## src/hw/rtl/ntp_axis_cell.sv

```systemverilog
// One axis lane: difference, then magnitude squared, two registered steps.
// Depends on nothing but its parameters.
module ntp_axis_cell #(
  parameter int unsigned COORD_W = 24
) (
  input  logic                      clk_i,
  input  logic                      en_i,
  input  logic signed [COORD_W-1:0] query_i,
  input  logic signed [COORD_W-1:0] cand_i,
  output logic [2*COORD_W+1:0]      sq_o
);
  localparam int unsigned DIFF_W = COORD_W + 1;
  localparam int unsigned SQ_W   = 2 * COORD_W + 2;

  logic signed [DIFF_W-1:0] diff_d, diff_q;
  logic        [DIFF_W-1:0] mag;
  logic        [SQ_W-1:0]   sq_d, sq_q;

  assign diff_d = DIFF_W'(cand_i) - DIFF_W'(query_i);

  // |diff| fits DIFF_W bits unsigned, including the most negative case
  assign mag  = diff_q[DIFF_W-1] ? DIFF_W'(-diff_q) : DIFF_W'(diff_q);
  assign sq_d = SQ_W'(mag) * SQ_W'(mag);

  always_ff @(posedge clk_i) begin
    if (en_i) begin
      diff_q <= diff_d;
      sq_q   <= sq_d;
    end
  end

  assign sq_o = sq_q;

endmodule

```

## config.mk

```make
export PLATFORM = sky130hd
export DESIGN_NAME = ntp_axis_cell
export DESIGN_NICKNAME = d
export VERILOG_FILES = /design/src/hw/rtl/ntp_axis_cell.sv
export SDC_FILE = /design/constraint.sdc
export NUM_CORES = 1
export LEC_CHECK = 0
export ABC_AREA = 1
export BUFFER_PORTS_ARGS = -buffer_cell sky130_fd_sc_hd__buf_2
export CORE_AREA = 2 2 273 140
export CTS_BUF_LIST = sky130_fd_sc_hd__clkbuf_2
export DETAILED_ROUTE_END_ITERATION = 8
export DIE_AREA = 0 0 275 142
export MAX_ROUTING_LAYER = met4
export PLACE_DENSITY_LB_ADDON = 0.12
export SKIP_CTS_REPAIR_TIMING = 1
export SYNTH_ARGS = -nofsm -noshare
export SYNTH_HDL_FRONTEND = slang
export SYNTH_SLANG_ARGS = --single-unit
```

## constraint.sdc

```tcl
create_clock -name clk_i -period 9.1 [get_ports clk_i]
set_input_delay 0.91 -clock clk_i [delete_from_list [all_inputs] [get_ports clk_i]]
set_output_delay 0.91 -clock clk_i [all_outputs]
set_load 0.02 [all_outputs]
```

==> results of run 1 <==
flip-flops by register name (all words and copies together) (netlist names):
register / flops
diff_q: 25
sq_o: 49
logic make-up after synthesis:
group / count (synthesis)
other cells: 2
buf+inv: 957
simple gates: 1058
fa+ha+maj: 676
xor+xnor: 59
compound gates: 121
flops: 74
worst min-delay path, stage by stage:
cell	delay, ns
buf_2	0.08
ha_1	0.12
inv_1	0.05
how the worst max path moves through the flow:
stage / start / endpoint / slack, ns / cells after the start
floorplan: diff_q[0] / sq_o[49] / 1.80 / 34
global placement: diff_q[24] / sq_o[40] / 0.70 / 26
detailed placement: diff_q[24] / sq_o[40] / 0.65 / 26
CTS: diff_q[24] / sq_o[40] / 0.61 / 26
global route: diff_q[24] / sq_o[40] / 0.08 / 26
finish: diff_q[24] / sq_o[40] / 0.30 / 26
final cells by class:
type	instances	area (µm²)	area share, %
repair buffers	139	801	3.22
clock inverters	7	55.1	0.221
clock buffers	9	45.0	0.181
multi-input cells	1933	17700	71.1
inverters	913	3430	13.8
flip-flops and latches	74	2220	8.94
well taps	494	618	2.49
diodes	1	2.50	0.0101
per-stage QoR:
stage,hold WS [ns],std cells
global placement,0.582,3553
CTS,0.520,3569
finish,0.523,3570
floorplan,0.557,2964
global route,0.554,3570
detailed placement,0.611,3553
cells in the mapped netlist, types with 3 or more instances:
cell type / n
inv_1: 897
nand2_1: 664
fa_1: 469
nor2_1: 230
ha_1: 207
edfxtp_1: 74
a21oi_1: 70
nand3_1: 70
xor2_1: 37
buf_2: 27
nand4_1: 24
o21ai_0: 22
nor3_1: 18
inv_2: 14
xnor2_1: 14
o21bai_1: 13
nand2_2: 9
nor2_2: 8
nor2_4: 8
nand3b_1: 7
buf_4: 6
o21ai_1: 6
xor2_2: 6
clkbuf_1: 5
nand3_2: 5
and2_1: 3
buf_6: 3
o21a_1: 3
or2_2: 3
layer usage:
layer	global-route usage (%)	vias up	share of wire [%]
met1	62.7	9308	44
li1	-	8725	-
met4	5.55	0	1.2
met5	-	-	0
met2	50.4	1416	36
met3	20.3	87	19
==> impl_metrics.yaml, run 1 <==
hold_path:
  hp-class: "input pin to register"
  min_from: "query_i[0]"
  hold-path-cell-count: 3
  hold_end: "diff_q[0]"
outcome:
  status: "finished clean"
worst_setup_path:
  crit_fanout: 18
  cp-start-kind: "register"
  timing.rr.start: "diff_q[24]"
  path_class: "register to register"
  cp_top_family: "adder cells"
  cp_data_required_time_ns: 9.66
  timing.rr.end: "sq_o[40]"
  path_buf_inv: 5
  reg2reg_depth: 26
  cpPeakStageDelay_ns: 0.94
  crit_slowest_cell: "edfxtp_1"
  r2r_setup_slack_ns: 0.30
  crit_arrival_ns: 9.36
  end_kind: "register"
sta:
  fin_crit_sh_pct: 96.7
  slew_viol_final: 0
  min_period_ns: 8.80
  max_freq_mhz: 114
  hold_viol: 0
  setup_viol: 0
  setup_tns_ns: 0
  skew_ns: 0.0190
  rsz0062_at_grt: "no"
  worst_slew_pin_slew_ns: 1.12
  slew-limit-headroom_pct: 25.4
  fin_ws_ns: 0.300
finish:
  fill_cells: 3072
  fin_util_pct: 67.6
  area_growth_pct: 5.63
  final_common_cell: "inv_1"
  layout_common_cells: "inv_1 (897), nand2_1 (664), fa_1 (469)"
  drive_gt1_share_pct: 7.09
  fin_nets: 3796
  post-route-cell-area_um2: 24900
yosys:
  synth_top_family_by_area: "adder cells"
  ys_async_sr_fraction_pct: 0
  synthAdderAreaFrac_pct: 50.9
  yosysWarnings: 0
  synthSimpleGateAreaFrac_pct: 18.7
  synth_top_flop_cell: "edfxtp_1"
  netlist_instances: 2947
  synthMuxAreaShare_pct: 0
  synth.area.top_cells: "fa_1 (40%), inv_1 (14%), ha_1 (11%)"
  avgSynthCellArea_um2: 7.99
  synth_area_leader_cell: "fa_1"
  synthesis.area_um2: 23500
  synth_xor_area_share_pct: 2.50
  synth_edf_count: 74
  synth.yosys.seq_area_share_pct: 9.44
  synth_compound_area_share_pct: 2.81
  synth.distinct_cells: 47
  synth_top_area_share_pct: 39.9
  ys_seq_elements: 74
placement:
  post-place-ws_ns: 0.650
  post-dp-hpwl_mm: 64.0
  gp_congestion: 1.09
  portBuffers: 98
  dpl_cell_area_um2: 24800
flow_run:
  cap_violations: 0
floorplanning:
  rows: 50
  coreArea_um2: 36800
  start_util_pct: 64.0
  dieArea_um2: 39100
  io_pins: 100
  die_w_um: 275
  die_h_um: 142
grt:
  grt_max_degree: 75
  grt_usage_pct: 41.6
  grt_pass1_vias: 19800
  grt_overflow: 0
  grt_pass1_wl_mm: 115
  antenna_found_initial: 1
clocking:
  clockRootBuffer: "clkbuf_2"
  cts_sinks: 74
  cts_inserted_buffers: 9
  cts_max_level: 3
  clock_latency_ns: 0.76
  clockBufferDepth: 2
  clkTransAtPathRegs_ns: 0.27
  tritoncts: "yes"
route:
  firstDrtPassIters: 6
  via_per_inst: 5.47
  vias: 19500
  postRouteAntennaNets: 0
  drt-total-wl_mm: 74.5
  wire_per_inst_um: 20.9
  drcViolationCount: 0
  drt_iter0_drc: 2383
Power of run 1 is left out: the tool's default activity adds up to more than one toggle a clock period on the data nets, which glitch-free logic cannot reach.
==> run 2: changes to the inputs <==
PLACE_DENSITY_LB_ADDON = 0.3   (was 0.12)
==> run 2 against run 1 <==
Compared with the run above:
- the run now ends with DRC left
- sequential share of layout area about the same
- worst hold slack gained 0.025 ns
- highest routed layer unchanged
- critical endpoint is now sq_o[49]
- critical path type unchanged
- register-to-register slack got worse by 0.02 ns
- via count up 2.6%
==> impl_metrics.yaml, run 2 (same netlist as run 1, synthesis figures left out) <==
outcome:
  status: "finished with violations"
  failed_checks: "DRC"
floorplanning:
  io_pins: 100
  die_h_um: 142
  die_w_um: 275
  coreArea_um2: 36800
  start_util_pct: 64.0
  rows: 50
  dieArea_um2: 39100
sta:
  hold_viol: 0
  worst_slew_pin_slew_ns: 1.14
  min_period_ns: 8.82
  rsz0062_at_grt: "no"
  slew-limit-headroom_pct: 24.2
  fin_crit_sh_pct: 96.9
  max_freq_mhz: 113
  setup_tns_ns: 0
  slew_viol_final: 0
  fin_ws_ns: 0.282
  skew_ns: 0.0586
  setup_viol: 0
hold_path:
  hp-class: "input pin to register"
clocking:
  clock_latency_ns: 0.77
  tritoncts: "yes"
  clockRootBuffer: "clkbuf_2"
  cts_inserted_buffers: 9
  clkTransAtPathRegs_ns: 0.31
  clockBufferDepth: 2
  cts_sinks: 74
  cts_max_level: 3
placement:
  post-dp-hpwl_mm: 69.3
  post-place-ws_ns: 0.426
  gp_congestion: 1.11
  dpl.cell_count: 3555
  portBuffers: 98
finish:
  fin_nets: 3798
  final_common_cell: "inv_1"
  fin_util_pct: 67.7
  finalNonFillerCells: 3573
  fill_cells: 3106
  drive_gt1_share_pct: 7.21
  area_growth_pct: 5.86
  register_area_um2: 2220
  multiInputGateArea_um2: 17700
  layout_common_cells: "inv_1 (897), nand2_1 (663), fa_1 (469)"
  largest_reg_flops: 49
worst_setup_path:
  end_kind: "register"
  crit_arrival_ns: 9.34
  path_class: "register to register"
  crit_fanout: 21
  cp-start-kind: "register"
  cp_data_required_time_ns: 9.63
route:
  wire_per_inst_um: 22.7
  postRouteAntennaNets: 0
  vias: 20000
  firstDrtPassIters: 8
  drt-total-wl_mm: 81.3
  drcViolationCount: 1
  drt_iter0_drc: 2637
  via_per_inst: 5.61
grt:
  antenna_found_initial: 2
  grt_pass1_vias: 20300
  grt_usage_pct: 44.9
  grt_pass1_wl_mm: 122
  grt_max_degree: 75
  grt_overflow: 0
flow_run:
  cap_violations: 0
run 2: routing by layer:
layer  up-vias  track usage [%]  share of wire, %
met4         0             6.03               1.2
met5         -                -                 0
met2      1540             51.8                35
met1      9659             67.9                44
met3       104             25.1                21
li1       8746                -                 -
run 2: worst max-delay path, stage by stage (launching register included):
cell	delay (ns)
edfxtp_1	1.11
inv_1	0.42
o21ai_0	0.26
nand2_1	0.09
inv_1	0.56
nor2_1	0.17
fa_1	0.56
inv_1	0.11
fa_1	0.49
fa_1	0.55
inv_1	0.06
fa_1	0.51
inv_1	0.06
fa_1	0.65
fa_1	0.49
fa_1	0.50
inv_1	0.06
ha_1	0.45
nand2_1	0.16
nor2_1	0.27
nand2_1	0.24
nor3_2	0.32
and2_1	0.19
nand2_1	0.07
inv_1	0.07
nor2_1	0.04
nand2_1	0.05
nand2_1	0.06
run 2: final cells by class:
| cell class | count | area share, % |
|---|---|---|
| multi-input cells | 1933 | 71.0 |
| inverters | 913 | 13.8 |
| flip-flops and latches | 74 | 8.92 |
| repair buffers | 141 | 3.27 |
| well taps | 494 | 2.48 |
| clock inverters | 7 | 0.336 |
| clock buffers | 9 | 0.181 |
| diodes | 2 | 0.0201 |
run 2: worst paths after layout:
check	slack, ns	cells past startpoint	from	end
setup / recovery	0.28	27	diff_q[24]	sq_o[49]
hold / removal	0.55	3	query_i[0]	diff_q[0]
setup reg to reg	0.28	27	diff_q[24]	sq_o[49]
hold reg to reg	0.65	1	diff_q[1]	sq_o[2]
run 2: metrics by stage:
| step | hold WS, ns | cell area, µm² |
|---|---|---|
| final | 0.548 | 24900 |
| after global routing | 0.534 | 24900 |
| after CTS | 0.525 | 24900 |
| after detailed placement | 0.584 | 24800 |
| after global placement | 0.580 | 24800 |
| after floorplan | 0.557 | 23600 |
Power of run 2 is left out for the same reason.
