### config.mk
export PLATFORM = sky130hd
export DESIGN_NAME = ntp_out_skid
export DESIGN_NICKNAME = d
export VERILOG_FILES = /design/src/hw/rtl/ntp_out_skid.sv
export SDC_FILE = /design/constraint.sdc
export NUM_CORES = 1
export LEC_CHECK = 0
export BUFFER_PORTS_ARGS = -buffer_cell sky130_fd_sc_hd__buf_2
export CAP_MARGIN = 20
export CORE_MARGIN = 5
export CORE_UTILIZATION = 51
export CTS_CLUSTER_SIZE = 25
export DETAILED_ROUTE_END_ITERATION = 8
export GPL_TIMING_DRIVEN = 0
export PLACE_DENSITY = 0.75
export SLEW_MARGIN = 15
export SYNTH_ARGS = -nofsm -noshare
export SYNTH_HDL_FRONTEND = slang
export SYNTH_SLANG_ARGS = --single-unit
export TNS_END_PERCENT = 50
### constraint.sdc
create_clock -name clk_i -period 15.05 [get_ports clk_i]
set_input_delay 3.01 -clock clk_i [delete_from_list [all_inputs] [get_ports clk_i]]
set_output_delay 3.01 -clock clk_i [all_outputs]
set_load 0.05 [all_outputs]
### src/hw/rtl/ntp_out_skid.sv
// Output register plus one skid entry; the upstream side stalls only when the skid is full.
// Depends on nothing but its parameters.
module ntp_out_skid #(
  parameter int unsigned DATA_W = 144
) (
  input  logic              clk_i,
  input  logic              rst_ni,
  input  logic              in_valid_i,
  output logic              in_ready_o,
  input  logic [DATA_W-1:0] in_data_i,
  output logic              out_valid_o,
  input  logic              out_ready_i,
  output logic [DATA_W-1:0] out_data_o
);
  logic              out_v_q, skid_v_q;
  logic [DATA_W-1:0] out_data_q, skid_data_q;
  logic              push, pop;

  assign in_ready_o = !skid_v_q;
  assign push       = in_valid_i && in_ready_o;
  assign pop        = out_v_q && out_ready_i;

  always_ff @(posedge clk_i or negedge rst_ni) begin
    if (!rst_ni) begin
      out_v_q  <= 1'b0;
      skid_v_q <= 1'b0;
    end else begin
      if (!out_v_q || pop) begin
        if (skid_v_q) begin
          out_v_q  <= 1'b1;
          skid_v_q <= 1'b0;
        end else begin
          out_v_q <= push;
        end
      end else if (push) begin
        skid_v_q <= 1'b1;
      end
    end
  end

  always_ff @(posedge clk_i) begin
    if (!out_v_q || pop) begin
      if (skid_v_q) begin
        out_data_q <= skid_data_q;
      end else if (push) begin
        out_data_q <= in_data_i;
      end
    end else if (push) begin
      skid_data_q <= in_data_i;
    end
  end

  assign out_valid_o = out_v_q;
  assign out_data_o  = out_data_q;

  assert property (@(posedge clk_i) disable iff (!rst_ni) skid_v_q |-> out_v_q)
    else $error("skid entry held while output register empty");

  assert property (@(posedge clk_i) disable iff (!rst_ni)
    skid_v_q && !out_ready_i |=> skid_v_q && $stable(skid_data_q))
    else $error("skid entry lost or changed while output stalled");

endmodule

==> results.toml, run 1 <==
[critical_path]
crit_fanout = 12
path_depth = 8
critPathKind = "in -> reg"
cp-start-kind = "input pin"
path_delay_family = "buffers and inverters"
r2r-start = "skid_v_q"
endpoint_kind = "flip-flop"
cp_slowest_cell = "nor3b_2"
reg2reg_depth = 8
worst-path-buf-inv = 6
crit_top_cell = "buf_4"
cpPeakStageDelay_ns = 0.46
cp_cell_sequence = "buf_2, nand2b_1, nor3b_2, buf_6, buf_6, buf_4, buf_4, buf_4"
rr_endpoint = "skid_data_q[76]"
reg2reg_setup_slack_ns = 12.54
crit_required_ns = 15.27
cp_data_arrival_time_ns = 4.84

[sta]
tns_ns = 0
fin_crit_ns = 4.62
setup_slack_ns = 10.44
finalMaxSlewViolations = 0
max_slew_margin = 0.485
whs_ns = 0.531
hold_viol_final = 0
rsz0062_at_grt = "no"
worstMarginPinSlew_ns = 0.770
setup_viol = 0
final.setup_skew_ns = 0.0109
fmax_mhz = 217
finalCritPeriodShare = 0.307

[die]
start_util = 0.519
row_count = 52
coreArea_um2 = 20300
dieArea_um2 = 23600
pin_count = 294
die_w_um = 154
die_h_um = 154

[clock_network]
postCtsSetupRepairBufs = 0
hold_buffers = 0
h-tree-depth = 1
ctsRootBufferMaster = "clkbuf_16"
numCtsBuffers = 29
cts.sinks = 290
path_clk_slew_ns = 0.06
clk_latency_ns = 0.52
tritoncts = "done"
cts_buffer_depth = 3
cts_resized = 0

[placed_design]
pre_cts_slack_ns = 9.91
dp_hpwl_mm = 15.9
port_buffers = 293
gp_congestion = 0.814

[power_and_ir_drop]
peakVddDrop_mv = 0.117
power_density_nw_per_um2 = 141
leakage_uw = 0.00510

[synthesis]
avgSynthCellArea_um2 = 23.0
yosys.cell_types.count = 12
synth_most_common_cell = "edfxtp_1"
synth_common_cells = "edfxtp_1, mux2_2, buf_6"
synth_edf_count = 288
synth-async-reset-ratio = 0.00690
synth.top_cell.area_share = 0.821
synth_top_flop_cell = "edfxtp_1"
ys_top_cells_by_area = "edfxtp_1, mux2_2, buf_6"
ys_seq_area_frac = 0.826
synth_nets = 605
syn-instance-count = 457
synth-warning-count = 0
synth-seq-cells = 290
synth_area_um2 = 10500
synth_area_leader_cell = "edfxtp_1"

[routing]
drt-initial-drc-count = 267
routed_wl_mm = 21.8
route.detailed.drc = 0
drtPass1Iterations = 4
detail-route-antenna-nets = 0
wire_per_inst_um = 20.0
vias = 5505
vias_per_cell = 5.06

[grt]
grt_use_total = 0.179
grt_max_degree = 31
grt_pass1_wl_mm = 33.8
grt_overflow = 0
grt_pass1_vias = 6057
antenna_found_initial = 3

[final_layout]
final_util = 0.663
finalNetCount = 948
syn2layout_area_growth_pct = 27.7
fill_cells = 1368
n_antenna_cell = 0
drive_gt1_frac = 0.623

[min_path]
holdPathEnd = "out_data_o[137]"
hold_class = "reg -> reg"
whs_path_depth = 1
hold_start = "skid_data_q[137]"

[outcome]
status = "finished clean"

[job]
drv_cap = 0
[layout by cell type (no fill, tap or decap)]
cell       netlist  final
buf_12           0      3
buf_16           0      2
buf_2            1    294
buf_4            0     12
buf_6           15     17
bufinv_16        0      1
clkbuf_1         0      9
clkbuf_16        0     29
clkbuf_8         0      4
clkinv_1         0      3
clkinv_2         0      4
dfrtp_1          2      2
edfxtp_1       288    288
inv_1            1      1
mux2_1           2      2
mux2_2         142    142
nand2_1          1      1
nand2b_1         1      1
nor2_1           2      2
nor2b_4          0      1
nor3b_2          0      1
[power by group]
group / leakage (uW) / switching [uW] / internal (uW)
registers: 0.00273 / 12.8 / 954
logic: 0.00193 / 190 / 82.7
clock network: 0.000431 / 272 / 388
total: 0.00510 / 475 / 1430
[area by class of cell]
type / count / area, um^2 / area share
Inverter: 1 / 3.75 / 0.000279
Buffer: 16 / 174 / 0.0129
Clock buffer: 42 / 815 / 0.0606
Timing Repair Buffer: 312 / 1690 / 0.126
Multi-Input combinational cell: 150 / 1670 / 0.124
Tap cell: 270 / 338 / 0.0251
Sequential cell: 290 / 8700 / 0.647
Clock inverter: 8 / 61.3 / 0.00456
[metal layers]
metal	GRT usage	up-vias	wire length [um]
met5	0	-	40
met4	0.0399	6	425
met3	0.0652	36	2000
met2	0.310	211	11100
met1	0.218	2727	8220
li1	-	2525	-
[state kept, by name (all words and copies together), names as in the netlist]
name and cells:
out_valid_o 1, skid_data_q 144, out_data_o 144, skid_v_q 1
[cell families after synthesis]
group,Yosys count,share of synthesized area
buffers and inverters,17,0.0169
multiplexers,144,0.154
flip-flops,290,0.826
AND/OR/NAND/NOR,6,0.00297
[how the worst max path moves through the flow]
stage                      end  slack (ns)         from
2_1_floorplan   skid_data_q[0]        0.51  out_ready_i
3_3_place_gp   skid_data_q[69]       -4.00  out_ready_i
3_5_place_dp   skid_data_q[65]        9.91  out_ready_i
4_1_cts             in_ready_o       10.44     skid_v_q
5_1_grt        skid_data_q[76]       10.34  out_ready_i
6_report       skid_data_q[76]       10.44  out_ready_i
[stage by stage]
| stage | total power, uW | area, um^2 | cells |
|---|---|---|---|
| final | 1900 | 13400 | 1089 |
| after detailed placement | 1260 | 12600 | 1039 |
| after CTS | 1920 | 13400 | 1089 |
| after global placement | 1260 | 12300 | 1020 |
| after global routing | 1970 | 13400 | 1089 |
| after floorplan | 1180 | 10500 | 457 |
Power figures use the tool's default switching activity.
==> run 2, diff against run 1 <==
- clock period: 15.05 -> 4.3 ns (I/O delays scaled with it)
==> results.toml, run 2 (synthesis gave the netlist of run 1 again) <==
[clock_network]
cts_buffer_depth = 3
clk_latency_ns = 0.53
postCtsSetupRepairBufs = 0
h-tree-depth = 1
path_clk_slew_ns = 0.06
hold_buffers = 0
tritoncts = "done"
cts.sinks = 290
ctsRootBufferMaster = "clkbuf_16"
cts_resized = 0
numCtsBuffers = 30

[sta]
fmax_mhz = 413
fin_crit_ns = 2.42
finalMaxSlewViolations = 0
max_slew_margin = 0.585
hold_viol_final = 0
rsz0062_at_grt = "no"
final.setup_skew_ns = 0.0109
whs_ns = 0.102
setup_viol = 0
worstMarginPinSlew_ns = 0.621
finalCritPeriodShare = 0.563

[die]
start_util = 0.519
coreArea_um2 = 20300
dieArea_um2 = 23600
die_h_um = 154
die_w_um = 154
row_count = 52
pin_count = 294

[routing]
met2RoutedLength_mm = 11.2
route.detailed.drc = 0
drt-met1-wl_mm = 8.73
dr_wl_met3_mm = 2.01
vias_per_cell = 5.05
wire_per_inst_um = 20.5
vias = 5519
detail-route-antenna-nets = 0
drt-initial-drc-count = 280
routed_wl_mm = 22.4
drtPass1Iterations = 4
highest_layer = "met5"

[critical_path]
rr_endpoint = "skid_data_q[38]"
crit_fanout = 10
reg2reg_depth = 7
crit_start = "skid_v_q"
endpoint_kind = "primary output"
critPathKind = "reg -> out"
cp-start-kind = "flip-flop"
reg2reg_setup_slack_ns = 2.03
r2r-start = "skid_v_q"
crit_required_ns = 3.44
cp_data_arrival_time_ns = 1.56

[power_and_ir_drop]
leakage_uw = 0.00521
p_int_uw = 5430
p_sw_frac = 0.246
pwr-share-comb = 0.134
p_seq_frac = 0.470
power.switching_uw = 1770
clkPwrFrac = 0.395
power_density_nw_per_um2 = 524
p_total_uw = 7200
peakVddDrop_mv = 0.422

[grt]
antenna_found_initial = 6
grt_overflow = 0
grt_pass1_wl_mm = 34.4
grt_use_total = 0.183
grt_max_degree = 31
grt_pass1_vias = 6094

[placed_design]
dp.cells = 1035
dp_hpwl_mm = 16.1
gp_congestion = 0.771
port_buffers = 293

[outcome]
status = "finished clean"

[final_layout]
layout_common_cells = "buf_2, edfxtp_1, mux2_2"
syn2layout_area_growth_pct = 30.5
drive_gt1_frac = 0.633
final_common_cell = "buf_2"
finalNetCount = 945
final_util = 0.677
instances_no_fill = 1092

[job]
drv_cap = 0

[min_path]
hold_class = "in -> async"
-- run 2: worst max-delay path by stage --
stage / end / slack (ns) / cells after the start
after floorplan: skid_data_q[0] / -0.81 / 2
after global placement: skid_data_q[38] / -2.39 / 3
after detailed placement: skid_data_q[39] / 1.61 / 7
after CTS: in_ready_o / 1.85 / 4
after global routing: in_ready_o / 1.82 / 4
final: in_ready_o / 1.88 / 4
-- run 2: layout make-up --
class | count | area, um^2
diodes | 2 | 5.00
plain buffers | 16 | 174
clock buffers | 32 | 779
clock inverters | 23 | 325
fillers | 1383 | 6560
inverters | 1 | 3.75
multi-input cells | 150 | 1680
flip-flops and latches | 290 | 8700
well taps | 270 | 338
repair buffers | 308 | 1730
-- run 2: per-layer routing --
metal	up-vias	global-route usage
li1	2524	-
met1	2726	0.230
met2	222	0.312
met3	39	0.0596
met4	8	0.0475
met5	-	0
-- run 2: power by group through the flow --
stage | registers, uW | clock network [uW] | logic [uW]
final | 3380 | 2850 | 966
after CTS | 3390 | 2900 | 978
after global routing | 3400 | 3040 | 1010
after detailed placement | 3440 | 0 | 974
after floorplan | 3860 | 0 | 248
after global placement | 3460 | 0 | 904
-- run 2: stage by stage --
stage                     setup TNS, ns  instance area, um^2  worst slack (ns)
final                                 0                13700              1.88
after global routing                  0                13700              1.82
after CTS                             0                13700              1.85
after detailed placement              0                12600              1.61
after global placement          -383.49                12400             -2.39
after floorplan                 -116.83                10600            -0.811
-- run 2: worst max-delay path: stages (launching register included) --
cell and delay (ns):
dfrtp_1 0.40, buf_6 0.16, buf_6 0.15, inv_1 0.05
buf_2 0.25
