### config.mk
export PLATFORM = sky130hd
export DESIGN_NAME = ntp_top2_cell
export DESIGN_NICKNAME = d
export VERILOG_FILES = /design/src/hw/rtl/ntp_pkg.sv /design/src/hw/rtl/ntp_top2_cell.sv
export SDC_FILE = /design/constraint.sdc
export NUM_CORES = 1
export LEC_CHECK = 0
export BUFFER_PORTS_ARGS = -buffer_cell sky130_fd_sc_hd__buf_4
export CAP_MARGIN = 15
export CORE_MARGIN = 2
export CORE_UTILIZATION = 64
export CTS_BUF_LIST = sky130_fd_sc_hd__clkbuf_4 sky130_fd_sc_hd__clkbuf_8
export DETAILED_ROUTE_END_ITERATION = 16
export PLACE_DENSITY = 0.88
export SKIP_CTS_REPAIR_TIMING = 1
export SYNTH_ARGS = -nofsm -noshare
export SYNTH_HDL_FRONTEND = slang
export SYNTH_SLANG_ARGS = --single-unit
### constraint.sdc
create_clock -name clk_i -period 6.4 [get_ports clk_i]
set_input_delay 0 -clock clk_i [delete_from_list [all_inputs] [get_ports clk_i]]
set_output_delay 0 -clock clk_i [all_outputs]
set_load 0.1 [all_outputs]
### src/hw/rtl/ntp_pkg.sv
// Shared package for the two-nearest-point ratio search core.
// Holds the output field widths, register indexes, status codes and the pipe control struct.
// No dependencies.
package ntp_pkg;

  // Result field widths (fixed by the result format, not by the core parameters)
  localparam int unsigned STATUS_W    = 2;
  localparam int unsigned OUT_INDEX_W = 20;
  localparam int unsigned OUT_DIST_W  = 50;
  localparam int unsigned OUT_W       = STATUS_W + 2 * OUT_INDEX_W + 1 + 2 * OUT_DIST_W;
  localparam int unsigned OUT_TDATA_W = ((OUT_W + 7) / 8) * 8;
  localparam int unsigned OUT_PAD_W   = OUT_TDATA_W - OUT_W;

  // Configuration register indexes
  localparam int unsigned CFG_IDX_W = 2;
  typedef enum logic [CFG_IDX_W-1:0] {
    REG_QUERY_X = 2'd0,
    REG_QUERY_Y = 2'd1,
    REG_QUERY_Z = 2'd2
  } ntp_reg_e;

  // Result status codes
  typedef enum logic [STATUS_W-1:0] {
    ST_UNIQUE    = 2'd0,
    ST_AMBIGUOUS = 2'd1,
    ST_EMPTY     = 2'd2
  } ntp_status_e;

  // Saturating candidate count codes
  localparam logic [1:0] SEEN_NONE = 2'd0;
  localparam logic [1:0] SEEN_ONE  = 2'd1;
  localparam logic [1:0] SEEN_TWO  = 2'd2;

  // Control handed to the running top-two cell
  typedef struct packed {
    logic en;     // pipeline advances this cycle
    logic valid;  // a candidate sits in the distance stage
    logic last;   // that candidate closes the search
  } ntp_ctl_t;

endpackage

### src/hw/rtl/ntp_top2_cell.sv
// Running nearest / next-nearest tracker with a snapshot register for the closing candidate.
// Depends on ntp_pkg.
module ntp_top2_cell #(
  parameter int unsigned DIST_W  = 50,
  parameter int unsigned LABEL_W = 20
) (
  input  logic                clk_i,
  input  logic                rst_ni,
  input  ntp_pkg::ntp_ctl_t   ctl_i,
  input  logic [DIST_W-1:0]   dist_i,
  input  logic [LABEL_W-1:0]  label_i,
  output logic                snap_valid_o,
  output logic [DIST_W-1:0]   snap_best_dist_o,
  output logic [DIST_W-1:0]   snap_run_dist_o,
  output logic [LABEL_W-1:0]  snap_best_label_o,
  output logic [LABEL_W-1:0]  snap_run_label_o,
  output logic [1:0]          snap_seen_o
);
  import ntp_pkg::*;

  logic [DIST_W-1:0]  best_q, run_q, best_d, run_d;
  logic [LABEL_W-1:0] best_lbl_q, run_lbl_q, best_lbl_d, run_lbl_d;
  logic [1:0]         seen_q, seen_d;
  logic               lt_best, lt_run, take;

  logic               snap_valid_q;
  logic [DIST_W-1:0]  snap_best_q, snap_run_q;
  logic [LABEL_W-1:0] snap_best_lbl_q, snap_run_lbl_q;
  logic [1:0]         snap_seen_q;

  // strict less-than: the earlier of two equal distances keeps its place
  assign lt_best = dist_i < best_q;
  assign lt_run  = dist_i < run_q;
  assign take    = ctl_i.en && ctl_i.valid;

  always_comb begin
    best_d     = best_q;
    best_lbl_d = best_lbl_q;
    run_d      = run_q;
    run_lbl_d  = run_lbl_q;
    if (lt_best) begin
      run_d      = best_q;
      run_lbl_d  = best_lbl_q;
      best_d     = dist_i;
      best_lbl_d = label_i;
    end else if (lt_run) begin
      run_d     = dist_i;
      run_lbl_d = label_i;
    end
    seen_d = (seen_q == SEEN_TWO) ? SEEN_TWO : 2'(seen_q + 2'd1);
  end

  always_ff @(posedge clk_i or negedge rst_ni) begin
    if (!rst_ni) begin
      best_q     <= '1;
      run_q      <= '1;
      best_lbl_q <= '0;
      run_lbl_q  <= '0;
      seen_q     <= SEEN_NONE;
    end else if (take) begin
      if (ctl_i.last) begin
        best_q     <= '1;
        run_q      <= '1;
        best_lbl_q <= '0;
        run_lbl_q  <= '0;
        seen_q     <= SEEN_NONE;
      end else begin
        best_q     <= best_d;
        run_q      <= run_d;
        best_lbl_q <= best_lbl_d;
        run_lbl_q  <= run_lbl_d;
        seen_q     <= seen_d;
      end
    end
  end

  always_ff @(posedge clk_i or negedge rst_ni) begin
    if (!rst_ni) begin
      snap_valid_q <= 1'b0;
    end else if (ctl_i.en) begin
      snap_valid_q <= ctl_i.valid && ctl_i.last;
    end
  end

  always_ff @(posedge clk_i) begin
    if (take && ctl_i.last) begin
      snap_best_q     <= best_d;
      snap_run_q      <= run_d;
      snap_best_lbl_q <= best_lbl_d;
      snap_run_lbl_q  <= run_lbl_d;
      snap_seen_q     <= seen_d;
    end
  end

  assign snap_valid_o      = snap_valid_q;
  assign snap_best_dist_o  = snap_best_q;
  assign snap_run_dist_o   = snap_run_q;
  assign snap_best_label_o = snap_best_lbl_q;
  assign snap_run_label_o  = snap_run_lbl_q;
  assign snap_seen_o       = snap_seen_q;

  assert property (@(posedge clk_i) disable iff (!rst_ni)
    take && ctl_i.last |=> seen_q == SEEN_NONE && best_q == '1)
    else $error("run state not cleared after closing candidate");

  assert property (@(posedge clk_i) disable iff (!rst_ni) best_q <= run_q)
    else $error("nearest distance above next-nearest");

  assert property (@(posedge clk_i) disable iff (!rst_ni)
    snap_valid_q |-> snap_seen_q != SEEN_NONE)
    else $error("snapshot taken with no candidate counted");

endmodule

==> flow_metrics.tcl, run 1 <==
set metrics [dict create \
    clockPowerShare 0.256 \
    critical_path_peak_fanout 120 \
    drc_errors 0 \
    fin_setup_tns_ns 0 \
    insertion_delay_ns 0.57 \
    ir_drop_v 0.000194 \
    vias_per_cell 6.26 \
    cap_violations 0 \
    ios 218 \
    die_area_mm2 0.0251 \
    cp_data_arrival_time_ns 4.94 \
    diodes 0 \
    syn_area_per_cell_um2 10.9 \
    cts-root-buf "clkbuf_8" \
    hold_viol 0 \
    overflow 0 \
    switchingPower_uw 2210 \
    grt_pass1_vias 11900 \
    synth_seq_cells 285 \
    start_util 0.651 \
    syn-instance-count 1403 \
    synthArstFlopShare 0.502 \
    antenna_left 0 \
    grt_max_degree 123 \
    fin_cells 2012 \
    grt_usage 0.301 \
    critPathRequiredTime_ns 6.89 \
    final_max_slew_viol_count 0 \
    fin_skew_ns 0.0224 \
    hp-class "in2reg" \
    gp_congestion 0.854 \
    ys_seq_area_frac 0.521 \
    path_class "reg2reg" \
    seqPwrFrac 0.423 \
    leakagePower_uw 0.00808 \
    p_comb_frac 0.321 \
    rsz0062_at_grt "false" \
    coreArea_mm2 0.0235 \
    dp_cells 1855 \
    timing.fmax_mhz 225 \
    setup_violations 0 \
    final_cell_mix "227 x buf_4, 142 x edfxtp_1, 136 x nor2_1, 109 x a21oi_1, 101 x inv_1" \
    wl_um 40600 \
    vias 12600 \
    rows 56 \
    synth.distinct_cells 49 \
    relSlewSlack 0.294 \
    yosysWarnings 0 \
    switching_share 0.363 \
    synthesis.area_mm2 0.0153 \
    power_density_mw_per_mm2 327 \
    post-route-period-util 0.694 \
    dr.pass1.iters 5 \
    layout_commonest_cell "buf_4" \
    p_int_uw 3880 \
    fin_nets 1831 \
    status "complete, no violations" \
    fp.dieH_um 159 \
    min_period_ns 4.44 \
    portBuffers 217 \
    synth_enable_flop_cells 142 \
    cts_made_buffers 46 \
    synth_flop_cell "edfxtp_1" \
    wire_per_inst_um 20.2 \
    fp.dieW_um 159 \
    cts_tree "yes" \
    place_hpwl_um 23700 \
    worstMarginPinSlew_ns 1.06 \
    grt_pass1_wl_um 59900 \
    synth_nets 1577 \
    initialDrtViolationCount 1108 \
    critPathLaunchType "flip-flop" \
    area_growth_syn_to_layout_pct 21.9 \
    cts_max_level 2 \
    antenna_found_initial 0 \
    clock_path_buffers 3 \
    path_clk_slew_ns 0.06 \
    drive_above_1_share 0.277 \
    cts_sinks 285 \
    cp-end-kind "flip-flop" \
]
-- registers in the layout, indices dropped and copies added (netlist names) --
signal,cells
best_q,50
run_q,50
snap_best_dist_o,50
snap_run_dist_o,50
best_lbl_q,20
run_lbl_q,20
snap_best_label_o,20
snap_run_label_o,20
seen_q,2
snap_seen_o,2
snap_valid_o,1
-- routing by layer --
metal  share of wire  wire, µm  global-route usage
met2            0.49     20000               0.489
met4           0.038      1520               0.139
met5               0         0                   0
met1            0.39     15800               0.398
met3           0.078      3180              0.0539
-- power by group through the flow --
stage | logic, µW | clock network, µW | registers, µW
floorplan | 1110 | 0 | 2910
global placement | 1800 | 0 | 2570
detailed placement | 1870 | 0 | 2590
CTS | 1880 | 1560 | 2560
global route | 2110 | 1650 | 2610
finish | 1950 | 1560 | 2570
-- through the flow --
stage | cell area [µm²] | total power, µW | hold WS, ns | utilization | setup WS, ns
2_1_floorplan | 15300 | 4020 | -0.296 | - | 1.70
3_3_place_gp | 17000 | 4380 | 0.151 | 0.723 | 2.16
3_5_place_dp | 17000 | 4460 | 0.148 | 0.723 | 2.03
4_1_cts | 17900 | 6010 | -0.446 | 0.762 | 1.99
5_1_grt | 18600 | 6370 | 0.0626 | 0.793 | 1.76
6_report | 18600 | 6090 | 0.0420 | 0.793 | 1.96
-- synth_stat cells, drive strengths merged, types with 2 or more instances --
| library cell | n | area share |
|---|---|---|
| a2bb2oi | 20 | 0.011 |
| a21o | 3 | 0.0015 |
| o21ai | 37 | 0.012 |
| buf | 51 | 0.021 |
| o22a | 44 | 0.025 |
| mux2 | 50 | 0.037 |
| ha | 99 | 0.081 |
| o221ai | 20 | 0.011 |
| nand4 | 19 | 0.0078 |
| inv | 102 | 0.025 |
| nand2b | 3 | 0.0012 |
| mux2i | 70 | 0.046 |
| edfxtp | 142 | 0.28 |
| nor2 | 137 | 0.034 |
| a211oi | 53 | 0.027 |
| dfrtp | 43 | 0.070 |
| a21oi | 110 | 0.036 |
| nor3 | 4 | 0.0013 |
| and2 | 2 | 0.00082 |
| a221oi | 10 | 0.0057 |
| dfstp | 100 | 0.17 |
| clkbuf | 46 | 0.011 |
| nor4 | 59 | 0.025 |
| nand2 | 91 | 0.023 |
| nand3 | 72 | 0.024 |
| and4 | 3 | 0.0017 |
-- cell families (layout without fill, tap and decap cells) --
| family | after synthesis | in the layout | share of synthesized area |
|---|---|---|---|
| AND/OR/NAND/NOR | 391 | 391 | 0.118 |
| AO/OA/AOI/OAI | 309 | 309 | 0.139 |
| flip-flops | 285 | 285 | 0.521 |
| adder cells (fa/ha/maj) | 99 | 99 | 0.0811 |
| buffers and inverters | 199 | 489 | 0.0577 |
| multiplexers | 120 | 120 | 0.0827 |
-- final cells by class --
| class | count | area, µm² |
|---|---|---|
| inverters | 102 | 383 |
| clock buffers | 70 | 845 |
| repair buffers | 303 | 2500 |
| clock inverters | 14 | 63.8 |
| multi-input cells | 919 | 6470 |
| fillers | 1381 | 4850 |
| flip-flops and latches | 285 | 7970 |
| well taps | 319 | 399 |
-- critical path, stage by stage (launching register included) --
cell and delay [ns]:
dfstp_2 0.58, inv_1 0.05, ha_1 0.30, nand4_1 0.19, nor2_1 0.08, a221oi_1 0.25
o21ai_1 0.22, o31ai_4 0.27, buf_4 0.38, nand2_8 0.45, a21oi_4 0.89, buf_4 0.40
o22a_1 0.21
-- worst paths after layout --
| check | startpoint | endpoint | slack, ns | depth (start not counted) |
|---|---|---|---|---|
| max in group asynchronous | rst_ni | run_lbl_q[8] | 5.04 | 3 |
| worst min register to register | run_lbl_q[19] | run_lbl_q[19] | 0.50 | 2 |
| worst max-delay path | best_q[32] | best_q[16] | 1.96 | 12 |
| worst min-delay path | ctl_i[1] | best_lbl_q[1] | 0.04 | 4 |
| worst max register to register | best_q[32] | best_q[16] | 1.96 | 12 |
| min in group asynchronous | rst_ni | best_lbl_q[2] | 0.11 | 2 |
No activity file was read; power rests on OpenSTA's default activity.
==> run 2: changes to the inputs <==
- ABC_AREA: not set -> 1
- CORE_UTILIZATION: 64 -> 60
- PLACE_DENSITY: 0.88 -> 0.83
- clock period: 6.4 -> 4.5 ns (I/O delays scaled with it)
==> run 2 against run 1 <==
Worst setup slack lost 0.82 ns. Critical path depth grew 5. Sequential share of layout area shrank 1.8 points. Count of clock-buffer cells in the layout grew 5. Largest cell class unchanged.
==> flow_metrics.tcl, run 2 <==
set metrics [dict create \
    hold_viol 0 \
    overflow 0 \
    cts_tree "yes" \
    synth_most_common_cell "nand2_1" \
    drive_above_1_share 0.201 \
    cts_max_level 2 \
    synth_top_family_by_area "simple AND/OR/NAND/NOR gates" \
    synthesis.area_mm2 0.0160 \
    synthMuxAreaShare 0 \
    antenna_found_initial 1 \
    syn-instance-count 1963 \
    die_area_mm2 0.0279 \
    path_class "reg2reg" \
    fin_setup_tns_ns 0 \
    cts-root-buf "clkbuf_8" \
    power_density_mw_per_mm2 448 \
    synthTopCellsByCount "743 x nand2_1, 303 x inv_1, 197 x nand3_1, 142 x edfxtp_1, 100 x dfstp_2" \
    place_hpwl_um 25900 \
    post-route-period-util 0.747 \
    cts_sinks 285 \
    total_power_uw 8710 \
    critPathLaunchType "flip-flop" \
    synthArstFlopShare 0.502 \
    grt_usage 0.290 \
    initialDrtViolationCount 1415 \
    ir_drop_v 0.000347 \
    synth_area_leaders "edfxtp_1 27%, nand2_1 17%, dfstp_2 16%" \
    start_util 0.613 \
    cts_made_buffers 47 \
    final_cell_mix "740 x nand2_1, 303 x inv_1, 230 x buf_4, 197 x nand3_1, 142 x edfxtp_1" \
    synthSimpleGateAreaFrac 0.297 \
    synth_seq_cells 285 \
    relSlewSlack 0.304 \
    leakagePower_uw 0.0103 \
    yosysWarnings 0 \
    gp_congestion 0.822 \
    path_clk_slew_ns 0.07 \
    rows 59 \
    cp_data_arrival_time_ns 3.89 \
    fin_nets 2405 \
    yosys.area_share.adder 0.0776 \
    grt_pass1_vias 13900 \
    synth-xor-area-share 0 \
    fin_skew_ns 0.0247 \
    synth.distinct_cells 25 \
    wl_um 42400 \
    vias_per_cell 5.52 \
    timing.fmax_mhz 298 \
    min_period_ns 3.36 \
    portBuffers 217 \
    ios 218 \
    drc_errors 0 \
    fp.dieH_um 167 \
    cp-end-kind "flip-flop" \
    status "complete, no violations" \
    synth_nets 2137 \
    syn_area_per_cell_um2 8.13 \
    worstMarginPinSlew_ns 1.04 \
    vias 14400 \
    synth_top_cell_by_area "edfxtp_1" \
    antenna_left 0 \
    critical_path_peak_fanout 73 \
    clock_path_buffers 3 \
    grt_pass1_wl_um 66400 \
    layout_commonest_cell "nand2_1" \
    rsz0062_at_grt "false" \
    setup_violations 0 \
    synth_top_cell_area_share 0.267 \
    final_max_slew_viol_count 0 \
    synth_flop_cell "edfxtp_1" \
    cap_violations 0 \
    hp-class "in2reg" \
    ys_seq_area_frac 0.499 \
    grt_max_degree 141 \
    wire_per_inst_um 16.3 \
    area_growth_syn_to_layout_pct 21.8 \
    fp.dieW_um 167 \
    critPathRequiredTime_ns 5.03 \
    synth_compound_area_frac 0.0255 \
    dr.pass1.iters 5 \
    insertion_delay_ns 0.59 \
    coreArea_mm2 0.0261 \
    synth_enable_flop_cells 142 \
]
[run 2: worst paths after layout]
path | cells past startpoint | to | start | slack (ns)
max in group asynchronous | 3 | run_lbl_q[8] | rst_ni | 3.47
min | 5 | best_lbl_q[17] | ctl_i[0] | 0.06
min reg2reg | 2 | run_lbl_q[14] | run_lbl_q[14] | 0.48
max | 17 | best_q[0] | best_q[45] | 1.14
max reg2reg | 17 | best_q[0] | best_q[45] | 1.14
min in group asynchronous | 2 | run_q[28] | rst_ni | 0.26
[run 2: cell families (layout without fill, tap and decap cells)]
group | Yosys count | count (layout)
AO/OA/AOI/OAI | 77 | 77
adder cells (fa/ha/maj) | 99 | 99
buffers and inverters | 392 | 699
flip-flops | 285 | 285
other | 0 | 1
AND/OR/NAND/NOR | 1110 | 1110
[run 2: layout make-up]
cell class / instances / area (µm²)
Sequential cell: 285 / 7970
Fill cell: 1799 / 6620
Multi-Input combinational cell: 1286 / 6440
Timing Repair Buffer: 307 / 2520
Inverter: 304 / 1140
Clock buffer: 75 / 876
Tap cell: 335 / 419
Clock inverter: 13 / 73.8
Antenna cell: 1 / 2.50
[run 2: stage by stage]
step / instance area (µm²) / worst slack (ns) / hold WS, ns / instances / utilization
after global routing: 19400 / 0.934 / 0.0766 / 2606 / 0.746
after detailed placement: 17700 / 1.25 / -0.00771 / 2443 / 0.681
after global placement: 17700 / 1.33 / -0.0135 / 2443 / 0.681
after floorplan: 16000 / 1.41 / -0.296 / 1963 / -
after CTS: 18700 / 1.24 / -0.620 / 2531 / 0.718
final: 19400 / 1.14 / 0.0608 / 2606 / 0.746
[run 2: per-layer routing]
| layer | track usage | vias to the layer above | wire [µm] |
|---|---|---|---|
| li1 | - | 6793 | - |
| met1 | 0.362 | 6726 | 16700 |
| met3 | 0.0584 | 125 | 3730 |
| met4 | 0.133 | 0 | 1450 |
| met5 | 0 | - | 0 |
| met2 | 0.488 | 746 | 20600 |
[run 2: worst max-delay path, stage by stage (launching register included)]
cell and delay [ns]:
dfstp_2 0.56, inv_1 0.06, ha_1 0.29, nand2_1 0.09, nor2_1 0.04, and2_1 0.17, nand2_1 0.16, nor2_1 0.06
nand2_1 0.06, nand2_1 0.09, nor2_1 0.18, nand2_4 0.09, inv_4 0.64, buf_4 0.40, nand2_1 0.15, nand3_1 0.13
nand2_1 0.06, inv_1 0.06
[run 2: power by group]
group / total (µW) / internal (µW) / switching, µW / leakage, µW
Clock: 2310 / 1240 / 1070 / 0.000519
Combinational: 2930 / 846 / 2090 / 0.00681
Sequential: 3470 / 3310 / 167 / 0.00292
